==> config.mk <==
export PLATFORM = sky130hd
export DESIGN_NAME = multi_channel_pwm_registers_top
export DESIGN_NICKNAME = d
export VERILOG_FILES = /design/src/hdl/mcpwm_pkg.sv /design/src/hdl/mcpwm_decode.sv /design/src/hdl/mcpwm_channel.sv /design/src/hdl/multi_channel_pwm_registers_top.sv
export SDC_FILE = /design/constraint.sdc
export NUM_CORES = 2
export LEC_CHECK = 0
export BUFFER_PORTS_ARGS = -buffer_cell sky130_fd_sc_hd__buf_2
export CAP_MARGIN = 20
export CORE_ASPECT_RATIO = 1.4
export CORE_MARGIN = 2
export CORE_UTILIZATION = 50
export DETAILED_ROUTE_END_ITERATION = 6
export PLACE_DENSITY = 0.67
export SYNTH_ARGS = -nofsm -noshare
export SYNTH_HDL_FRONTEND = slang
export SYNTH_HIERARCHICAL = 1
export SYNTH_SLANG_ARGS = --single-unit
==> constraint.sdc <==
create_clock -name clk -period 8.6 [get_ports clk]
set_input_delay 0.86 -clock clk [delete_from_list [all_inputs] [get_ports clk]]
set_output_delay 0.86 -clock clk [all_outputs]
set_load 0.05 [all_outputs]
==> src/hdl/mcpwm_pkg.sv <==
// Package for the multi-channel PWM register block.
// Holds register map constants, bus op codes and the per-channel command struct.
// No dependencies.
package mcpwm_pkg;

  localparam int CHANNELS_DEF   = 8;
  localparam int COUNT_BITS_DEF = 32;
  localparam int LEVEL_W        = 8;
  localparam int DATA_W         = 32;
  localparam int OFS_W          = 8;
  localparam int OP_W           = 2;
  localparam int IN_TDATA_W     = 48;
  localparam int OUT_TDATA_W    = 40;

  localparam int CH_STRIDE = 'h14;
  localparam int CTRL_OFS  = 'h08;
  localparam int ON_BASE   = 'hb0;
  localparam int ON_STRIDE = 'h04;
  localparam logic [DATA_W-1:0] RUN_MASK = 32'h0000_000b;

  typedef enum logic [OP_W-1:0] {
    OP_TICK  = 2'd0,
    OP_READ  = 2'd1,
    OP_WRITE = 2'd2
  } op_t;

  typedef enum logic [1:0] {
    REG_NONE = 2'd0,
    REG_OFF  = 2'd1,
    REG_CTRL = 2'd2,
    REG_ON   = 2'd3
  } reg_kind_t;

  typedef struct packed {
    logic tick;
    logic wr_off;
    logic wr_ctrl;
    logic wr_on;
  } ch_cmd_t;

endpackage

==> src/hdl/mcpwm_decode.sv <==
// Register offset decoder for the PWM register block.
// Maps a byte offset to register kind and channel index. Uses mcpwm_pkg.
module mcpwm_decode import mcpwm_pkg::*; #(
  parameter int CHANNELS = CHANNELS_DEF,
  parameter int CH_W     = (CHANNELS > 1) ? $clog2(CHANNELS) : 1
) (
  input  logic [OFS_W-1:0] reg_offset,
  output reg_kind_t        kind,
  output logic [CH_W-1:0]  ch
);

  always_comb begin
    kind = REG_NONE;
    ch   = '0;
    for (int n = 0; n < CHANNELS; n++) begin
      if (32'(reg_offset) == 32'(n * CH_STRIDE)) begin
        kind = REG_OFF;
        ch   = CH_W'(n);
      end
      if (32'(reg_offset) == 32'(n * CH_STRIDE + CTRL_OFS)) begin
        kind = REG_CTRL;
        ch   = CH_W'(n);
      end
      if (32'(reg_offset) == 32'(ON_BASE + n * ON_STRIDE)) begin
        kind = REG_ON;
        ch   = CH_W'(n);
      end
    end
  end

endmodule

==> src/hdl/mcpwm_channel.sv <==
// One PWM channel: OFF/ON counts, control word, phase counter and output level.
// Driven by a command struct from the top level. Uses mcpwm_pkg.
module mcpwm_channel import mcpwm_pkg::*; #(
  parameter int COUNT_BITS = COUNT_BITS_DEF
) (
  input  logic                  clk,
  input  logic                  rst_n,
  input  ch_cmd_t               cmd,
  input  logic [DATA_W-1:0]     wdata,
  output logic [COUNT_BITS-1:0] low_cnt,
  output logic [COUNT_BITS-1:0] high_cnt,
  output logic [DATA_W-1:0]     ctrl,
  output logic                  level_nxt
);

  localparam int PH_W = COUNT_BITS + 1;

  logic [COUNT_BITS-1:0] low_r, low_nxt;
  logic [COUNT_BITS-1:0] high_r, high_nxt;
  logic [DATA_W-1:0]     ctrl_r, ctrl_nxt;
  logic [PH_W-1:0]       phase_r, phase_nxt;
  logic                  level_r;
  logic [PH_W-1:0]       per_cur, per_new;
  logic [PH_W:0]         phase_inc;
  logic                  run_cur, run_new;

  always_comb begin
    low_nxt  = cmd.wr_off  ? wdata[COUNT_BITS-1:0] : low_r;
    high_nxt = cmd.wr_on   ? wdata[COUNT_BITS-1:0] : high_r;
    ctrl_nxt = cmd.wr_ctrl ? wdata : ctrl_r;

    per_cur   = {1'b0, low_r} + {1'b0, high_r};
    run_cur   = |(ctrl_r & RUN_MASK);
    phase_inc = {1'b0, phase_r} + 1'b1;

    phase_nxt = phase_r;
    level_nxt = level_r;
    if (cmd.tick && run_cur && (per_cur != '0)) begin
      level_nxt = (phase_r < {1'b0, high_r});
      phase_nxt = (phase_inc >= {1'b0, per_cur}) ? '0 : phase_inc[PH_W-1:0];
    end

    // disabled or zero-period channel parks at phase 0, output low
    per_new = {1'b0, low_nxt} + {1'b0, high_nxt};
    run_new = |(ctrl_nxt & RUN_MASK);
    if (!run_new || (per_new == '0)) begin
      phase_nxt = '0;
      level_nxt = 1'b0;
    end
  end

  always_ff @(posedge clk) begin
    if (!rst_n) begin
      low_r   <= '0;
      high_r  <= '0;
      ctrl_r  <= '0;
      phase_r <= '0;
      level_r <= 1'b0;
    end else begin
      low_r   <= low_nxt;
      high_r  <= high_nxt;
      ctrl_r  <= ctrl_nxt;
      phase_r <= phase_nxt;
      level_r <= level_nxt;
    end
  end

  assign low_cnt  = low_r;
  assign high_cnt = high_r;
  assign ctrl     = ctrl_r;

endmodule

==> src/hdl/multi_channel_pwm_registers_top.sv <==
// Top level of the multi-channel PWM register block: stream in, stream out.
// Instantiates mcpwm_decode and mcpwm_channel. Uses mcpwm_pkg.
//
// Each input beat is a tick, a register read or a register write, and produces
// exactly one output beat carrying read data and all channel levels after that
// beat. The block takes one beat per clock unless the result register stalls; a beat
// passes through the input register, then the result register, to the output. All
// channel state is updated in the cycle a beat moves from the input register to
// the result register; the result register stalls the input register only when
// it holds an untaken beat, so a full-rate stream runs with out_tready high.
module multi_channel_pwm_registers_top import mcpwm_pkg::*; #(
  parameter int CHANNELS   = CHANNELS_DEF,
  parameter int COUNT_BITS = COUNT_BITS_DEF
) (
  input  logic                   clk,
  input  logic                   rst_n,
  input  logic                   in_tvalid,
  output logic                   in_tready,
  // [1:0] op, [9:2] reg_offset, [41:10] write_data, [47:42] unused
  input  logic [IN_TDATA_W-1:0]  in_tdata,
  output logic                   out_tvalid,
  input  logic                   out_tready,
  // [31:0] read_data, [39:32] pwm_levels
  output logic [OUT_TDATA_W-1:0] out_tdata
);

  localparam int CH_W = (CHANNELS > 1) ? $clog2(CHANNELS) : 1;

  logic               in_valid_r;
  logic [OP_W-1:0]    op_r;
  logic [OFS_W-1:0]   ofs_r;
  logic [DATA_W-1:0]  wdata_r;
  logic               out_valid_r;
  logic [OUT_TDATA_W-1:0] out_data_r;
  logic               advance, fire;

  reg_kind_t          kind;
  logic [CH_W-1:0]    ch;
  ch_cmd_t            cmd [CHANNELS];
  logic [COUNT_BITS-1:0] low_cnt [CHANNELS];
  logic [COUNT_BITS-1:0] high_cnt [CHANNELS];
  logic [DATA_W-1:0]  ctrl [CHANNELS];
  logic [CHANNELS-1:0] levels;
  logic [DATA_W-1:0]  rdata;

  assign advance   = !out_valid_r || out_tready;
  assign fire      = in_valid_r && advance;
  assign in_tready = !in_valid_r || advance;

  always_ff @(posedge clk) begin
    if (!rst_n) begin
      in_valid_r <= 1'b0;
    end else if (in_tready) begin
      in_valid_r <= in_tvalid;
    end
  end

  always_ff @(posedge clk) begin
    if (in_tready && in_tvalid) begin
      op_r    <= in_tdata[OP_W-1:0];
      ofs_r   <= in_tdata[OP_W+OFS_W-1:OP_W];
      wdata_r <= in_tdata[OP_W+OFS_W+DATA_W-1:OP_W+OFS_W];
    end
  end

  mcpwm_decode #(
    .CHANNELS (CHANNELS),
    .CH_W     (CH_W)
  ) u_decode (
    .reg_offset (ofs_r),
    .kind       (kind),
    .ch         (ch)
  );

  for (genvar n = 0; n < CHANNELS; n++) begin : g_ch
    logic sel;
    assign sel = fire && (ch == CH_W'(n));
    assign cmd[n].tick    = fire && (op_r == OP_TICK);
    assign cmd[n].wr_off  = sel && (op_r == OP_WRITE) && (kind == REG_OFF);
    assign cmd[n].wr_ctrl = sel && (op_r == OP_WRITE) && (kind == REG_CTRL);
    assign cmd[n].wr_on   = sel && (op_r == OP_WRITE) && (kind == REG_ON);

    mcpwm_channel #(
      .COUNT_BITS (COUNT_BITS)
    ) u_channel (
      .clk       (clk),
      .rst_n     (rst_n),
      .cmd       (cmd[n]),
      .wdata     (wdata_r),
      .low_cnt   (low_cnt[n]),
      .high_cnt  (high_cnt[n]),
      .ctrl      (ctrl[n]),
      .level_nxt (levels[n])
    );
  end

  always_comb begin
    rdata = '0;
    if (op_r == OP_READ) begin
      unique case (kind)
        REG_OFF:  rdata = DATA_W'(low_cnt[ch]);
        REG_CTRL: rdata = ctrl[ch];
        REG_ON:   rdata = DATA_W'(high_cnt[ch]);
        default:  rdata = '0;
      endcase
    end
  end

  always_ff @(posedge clk) begin
    if (!rst_n) begin
      out_valid_r <= 1'b0;
    end else if (advance) begin
      out_valid_r <= in_valid_r;
    end
  end

  always_ff @(posedge clk) begin
    if (fire) begin
      out_data_r <= {LEVEL_W'(levels), rdata};
    end
  end

  assign out_tvalid = out_valid_r;
  assign out_tdata  = out_data_r;

endmodule

# ---- Word level (Yosys, flattened, before mapping)
# Index checks and enable logic that the tools add are counted.
dict set report word_totals {
  word_cells 358
  in_bits 52
  output_inout_bits 42
  regBits 1124
}
dict set report classes {
  n_lt_le_gt_ge 17
  bitwise 2
  n_eq_ne 35
  mux 103
  n_reduce_logical 122
  addsub 24
}
# operator count
set op_table {}
lappend op_table {{$mux W32} 22}
lappend op_table {{$add A32 B32 Y33} 16}
lappend op_table {{$bmux W32 S3} 3}
lappend op_table {{$add A33 B1 Y34 const B} 8}
lappend op_table {{$ge A34 B33 Y1} 8}
lappend op_table {{$logic_not A33 Y1} 8}
lappend op_table {{$lt A33 B32 Y1} 8}
lappend op_table {{$mux W33} 8}
lappend op_table {{$reduce_bool A33 Y1} 8}
lappend op_table {{$pmux W32 S3} 1}
lappend op_table {{$eq A8 B8 Y1 const B} 11}
lappend op_table {{$logic_and A1 B1 Y1} 59}
lappend op_table {{$mux W2} 29}
lappend op_table {{$eq A8 B7 Y1 const B} 6}
lappend op_table {{$reduce_or A3 Y1} 16}
lappend op_table {{$mux W3} 12}
lappend op_table {{$mux W4} 8}
lappend op_table {{$eq A8 B6 Y1 const B} 3}
lappend op_table {{$mux W1} 20}
lappend op_table {{$eq A8 B5 Y1 const B} 2}
lappend op_table {{$reduce_or A2 Y1} 8}
lappend op_table {{$eq A3 B3 Y1 const B} 4}
lappend op_table {{$logic_not A1 Y1} 10}
lappend op_table {{$logic_or A1 B1 Y1} 10}
lappend op_table {{11 further kinds} 15}

# ---- Depth between registers and ports, before layout
dict set report logic_depth {
  depth_word 32
  depth_mapped 32
  depth_no_buf 22
}

# ---- By module
# Netlist, hierarchy kept.
# mod area_each_um2 cells_per_inst n_inst seq_area_each_um2
set by_module_without_submodules {}
lappend by_module_without_submodules {{mcpwm_channel (g_ch[0].u_channel ...)} 11073.1 1379 5 2602.5}
lappend by_module_without_submodules {{mcpwm_channel (g_ch[1].u_channel)} 11653.7 1505 1 2602.5}
lappend by_module_without_submodules {{mcpwm_channel (g_ch[2].u_channel)} 11342.1 1422 1 2602.5}
lappend by_module_without_submodules {{mcpwm_channel (g_ch[7].u_channel)} 11064.4 1345 1 2602.5}
lappend by_module_without_submodules {multi_channel_pwm_registers_top 9168.8 738 1 2502.4}
lappend by_module_without_submodules {mcpwm_decode 509.2 80 1 0.0}

# ---- Least setup slack after synthesis
# Ideal clock, no wire load.
dict set report synth_timing {
  path_type {register to register}
  startpoint {reg ofs_r[7]}
  endpoint {reg g_ch[7].u_channel.phase_r[15]}
  period_less_slack_ns 6.537
  setup_time_ns 0.117
  arrival_time_ns 6.420
  path_buffers 9
  required_ns 8.483
  setup_slack_ns 2.063
  path_stages_with_launch 29
  cell_sequence {edfxtp_1 > buf_2 > or2b_1 > a211oi_1 > a21oi_1 > a311oi_1 > buf_6 > buf_6 > buf_4 > buf_2 > buf_2 > nand4_1 > nor2_1 > clkbuf_1 > clkbuf_1 > mux2_2 > ha_1 > a21oi_1 > o21ai_0 > a221oi_1 > o221ai_1 > a31oi_1 > o21ai_0 > a311o_1 > a211oi_1 > a21oi_1 > and2_4 > buf_6 > a32o_1}
}
# element line_no
set synth_rtl {}
lappend synth_rtl {{from (decl)} multi_channel_pwm_registers_top.sv:31} ;# logic [OFS_W-1:0] ofs_r;
lappend synth_rtl {{from (signal assigned)} multi_channel_pwm_registers_top.sv:61} ;# ofs_r <= in_tdata[OP_W+OFS_W-1:OP_W];
lappend synth_rtl {{to (signal assigned)} mcpwm_channel.sv:63} ;# phase_r <= phase_nxt;
lappend synth_rtl {{to (decl)} mcpwm_channel.sv:21} ;# logic [PH_W-1:0] phase_r, phase_nxt;

==> reports/metrics.yaml <==
final_nets: 12900
hold_depth: 1
synth_largest_area_cell: "dfxtp_1"
layout.cells.non_filler: 14600
maxCapViolCount: 0
area_delta_synth_final_pct: 7.59
die_height_um: 531
status: "finished with violations"
drc: 3
holdWs_ns: 0.241
wl_um: 459000
yosysTopAreaCellShare_pct: 21.0
r2r-start: "ofs_r[6]"
maxClockFrequency_mhz: 122
hold_viol_final: 0
slew-limit-headroom_pct: 11.5
p_leak_nw: 43.8
reg2reg_depth: 24
ant_nets: 0
setup_tns_ns: 0
synth.yosys.seq_area_share_pct: 23.5
cts_sinks: 1124
ys_types: 125
endpoint_kind: "flip-flop"
power.density_nw_per_um2: 109
grt_pass1_wl_um: 650000
critical_path.max_fanout: 61
hold_class: "in -> reg"
critPathLaunchType: "flip-flop"
grt_max_degree: 218
io_pins: 94
crit_required_ns: 9.26
setup_viol: 0
num_vias: 98700
ys_async_sr_fraction_pct: 0
ys.flop_type: "dfxtp_1"
dpl.cell_count: 14300
grt_remaining_overflow: 0
violations: "design-rule violations"
worstHoldStart: "in_tdata[6]"
cts_root_buf: "clkbuf_16"
yosys_warnings: 6
period_needed_ns: 8.22
clock_path_buffers: 3
r2r-end: "g_ch[0].u_channel/phase_r[26]"
slew_viol_final: 0
clk_latency_ns: 0.80
holdBufCountCts: 0
yosysMostFrequentCell: "dfxtp_1"
path_class: "reg -> reg"
synthTopCellsByArea: "dfxtp_1 (21%), ha_1 (13%), mux2i_1 (4.6%)"
synth_edf_count: 82
cts_tree: "done"
avgSynthCellArea_um2: 8.27
max_slew.worst_pin.slew_ns: 1.29
first_global_vias: 92700
worst_ir_drop_vdd_uv: 205
grtUsageTotal_pct: 43.8
syn_area_um2: 99100
cts_buffers: 121
regToRegSetupSlack_ns: 0.38
post-cts-setup-buffers: 0
htree_levels: 3
hold_path_end: "ofs_r[4]"
initial_core_util_pct: 50.2
post_drt_wl_per_cell_um: 31.4
fin_area_um2: 107000
drt_iter0_drc: 11700
gp_congestion: 1.15
fin_skew_ns: 0.0519
clk_pin_slew_ns: 0.06
fin_total_pwr_mw: 11.7
numPortBuffers: 87
rsz0062_at_grt: "no"
dieArea_um2: 202000
die_width_um: 380
coreArea_um2: 197000
cts_resized: 0
syn-num-nets: 13100
place_area_um2: 102000
fin_crit_sh_pct: 95.6
synth_common_cells: "dfxtp_1 (1042), ha_1 (1032), nand2_1 (976), a21oi_1 (777), o21ai_0 (695)"
hpwl_um: 359000
core.rowCount: 193
synthCells: 12000
vias_per_cell: 6.76
layout-drive-gt1-share_pct: 9.38
cp.arrival_ns: 8.89
ys_seq_elements: 1124
antenna_found_initial: 67
dr.pass1.iters: 7
==> critical path: stages (launching register included) <==
cell and delay [ns]:
edfxtp_1 0.65, or4b_1 0.59, a21oi_1 0.16, a21oi_1 0.08, o2111ai_2 0.44, buf_4 0.34
nand2_1 0.15, buf_4 0.29, nor3_2 0.33, buf_4 0.52, o21ai_0 0.23, ha_1 0.55
nand4_1 0.28, buf_4 0.24, nor3_1 0.18, a22oi_1 0.19, a31oi_1 0.43, nand2b_1 0.20
o221ai_1 0.11, nor4_1 0.50, nand4_1 0.50, nand3_1 0.47, or3_1 0.21, buf_4 0.27
o2bb2ai_1 0.12
==> layout make-up <==
class	count	area, um2
Inverter	565	2120
Clock inverter	68	876
Tap cell	2632	3290
Sequential cell	1124	23300
Antenna cell	54	135
Timing Repair Buffer	327	2400
Fill cell	18600	90700
Clock buffer	161	3470
Multi-Input combinational cell	9673	71000
==> layout by cell type (no fill, tap or decap), types with 228 or more instances in the layout <==
cell type,n
nor2b_1,341
buf_4,228
nand2_1,976
inv_1,562
and2_1,538
nor2_1,586
xnor2_1,288
nand4_1,353
nand3_1,327
mux2_2,280
a21oi_1,776
ha_1,1032
dfxtp_1,1042
a21o_1,322
o21ai_0,694
mux2i_1,459
==> layer usage <==
layer  vias to the layer above  GRT usage, %  part of all wire, %
met1                     47400          49.8                   36
li1                      44100             -                    -
met4                        28          39.7                   10
met5                         -             0                0.051
met2                      5586          68.4                   44
met3                      1595          10.1                  9.5
==> power by group <==
group / switching (mW) / internal [mW] / total [mW]
Sequential: 0.0322 / 5.29 / 5.32
Clock: 2.51 / 3.33 / 5.84
Combinational: 0.391 / 0.106 / 0.498
==> through the flow <==
stage                     utilization, %  setup slack (ns)
after floorplan                        -              2.06
after global placement              51.7             0.846
after detailed placement            51.8             0.812
after CTS                           54.0             0.771
after global routing                54.0             0.100
final                               54.0             0.376
==> registers in the layout, indices dropped and copies added (netlist names) <==
name,cells
wdata_r,32
ofs_r,8
g_ch.u_channel/ctrl,256
g_ch.u_channel/low_cnt,256
in_valid_r,1
g_ch.u_channel/phase_r,264
out_tdata,40
g_ch.u_channel/level_r,8
g_ch.u_channel/high_cnt,256
out_tvalid,1
op_r,2
==> cell families after synthesis <==
kind of cell / count (synthesis) / share of synthesized area (%)
and+or+nand+nor: 4009 / 21.3
xor gates and xnor gates: 501 / 4.43
muxes: 860 / 10.5
buffers and inverters: 1188 / 5.09
AOI/OAI and AO/OA: 3255 / 21.7
DFF: 1124 / 23.5
adders and majority gates: 1048 / 13.4
==> worst max path at each step <==
stage / startpoint / end / slack, ns / depth (start not counted)
after floorplan: ofs_r[7] / g_ch[7].u_channel/phase_r[15] / 2.06 / 28
after global placement: ofs_r[6] / g_ch[3].u_channel/phase_r[1] / 0.85 / 26
after detailed placement: ofs_r[6] / g_ch[0].u_channel/phase_r[4] / 0.81 / 23
after CTS: ofs_r[6] / g_ch[5].u_channel/phase_r[23] / 0.77 / 22
after global routing: ofs_r[6] / g_ch[0].u_channel/phase_r[22] / 0.10 / 23
final: ofs_r[6] / g_ch[0].u_channel/phase_r[26] / 0.38 / 24
No activity file was read; power rests on OpenSTA's default activity.
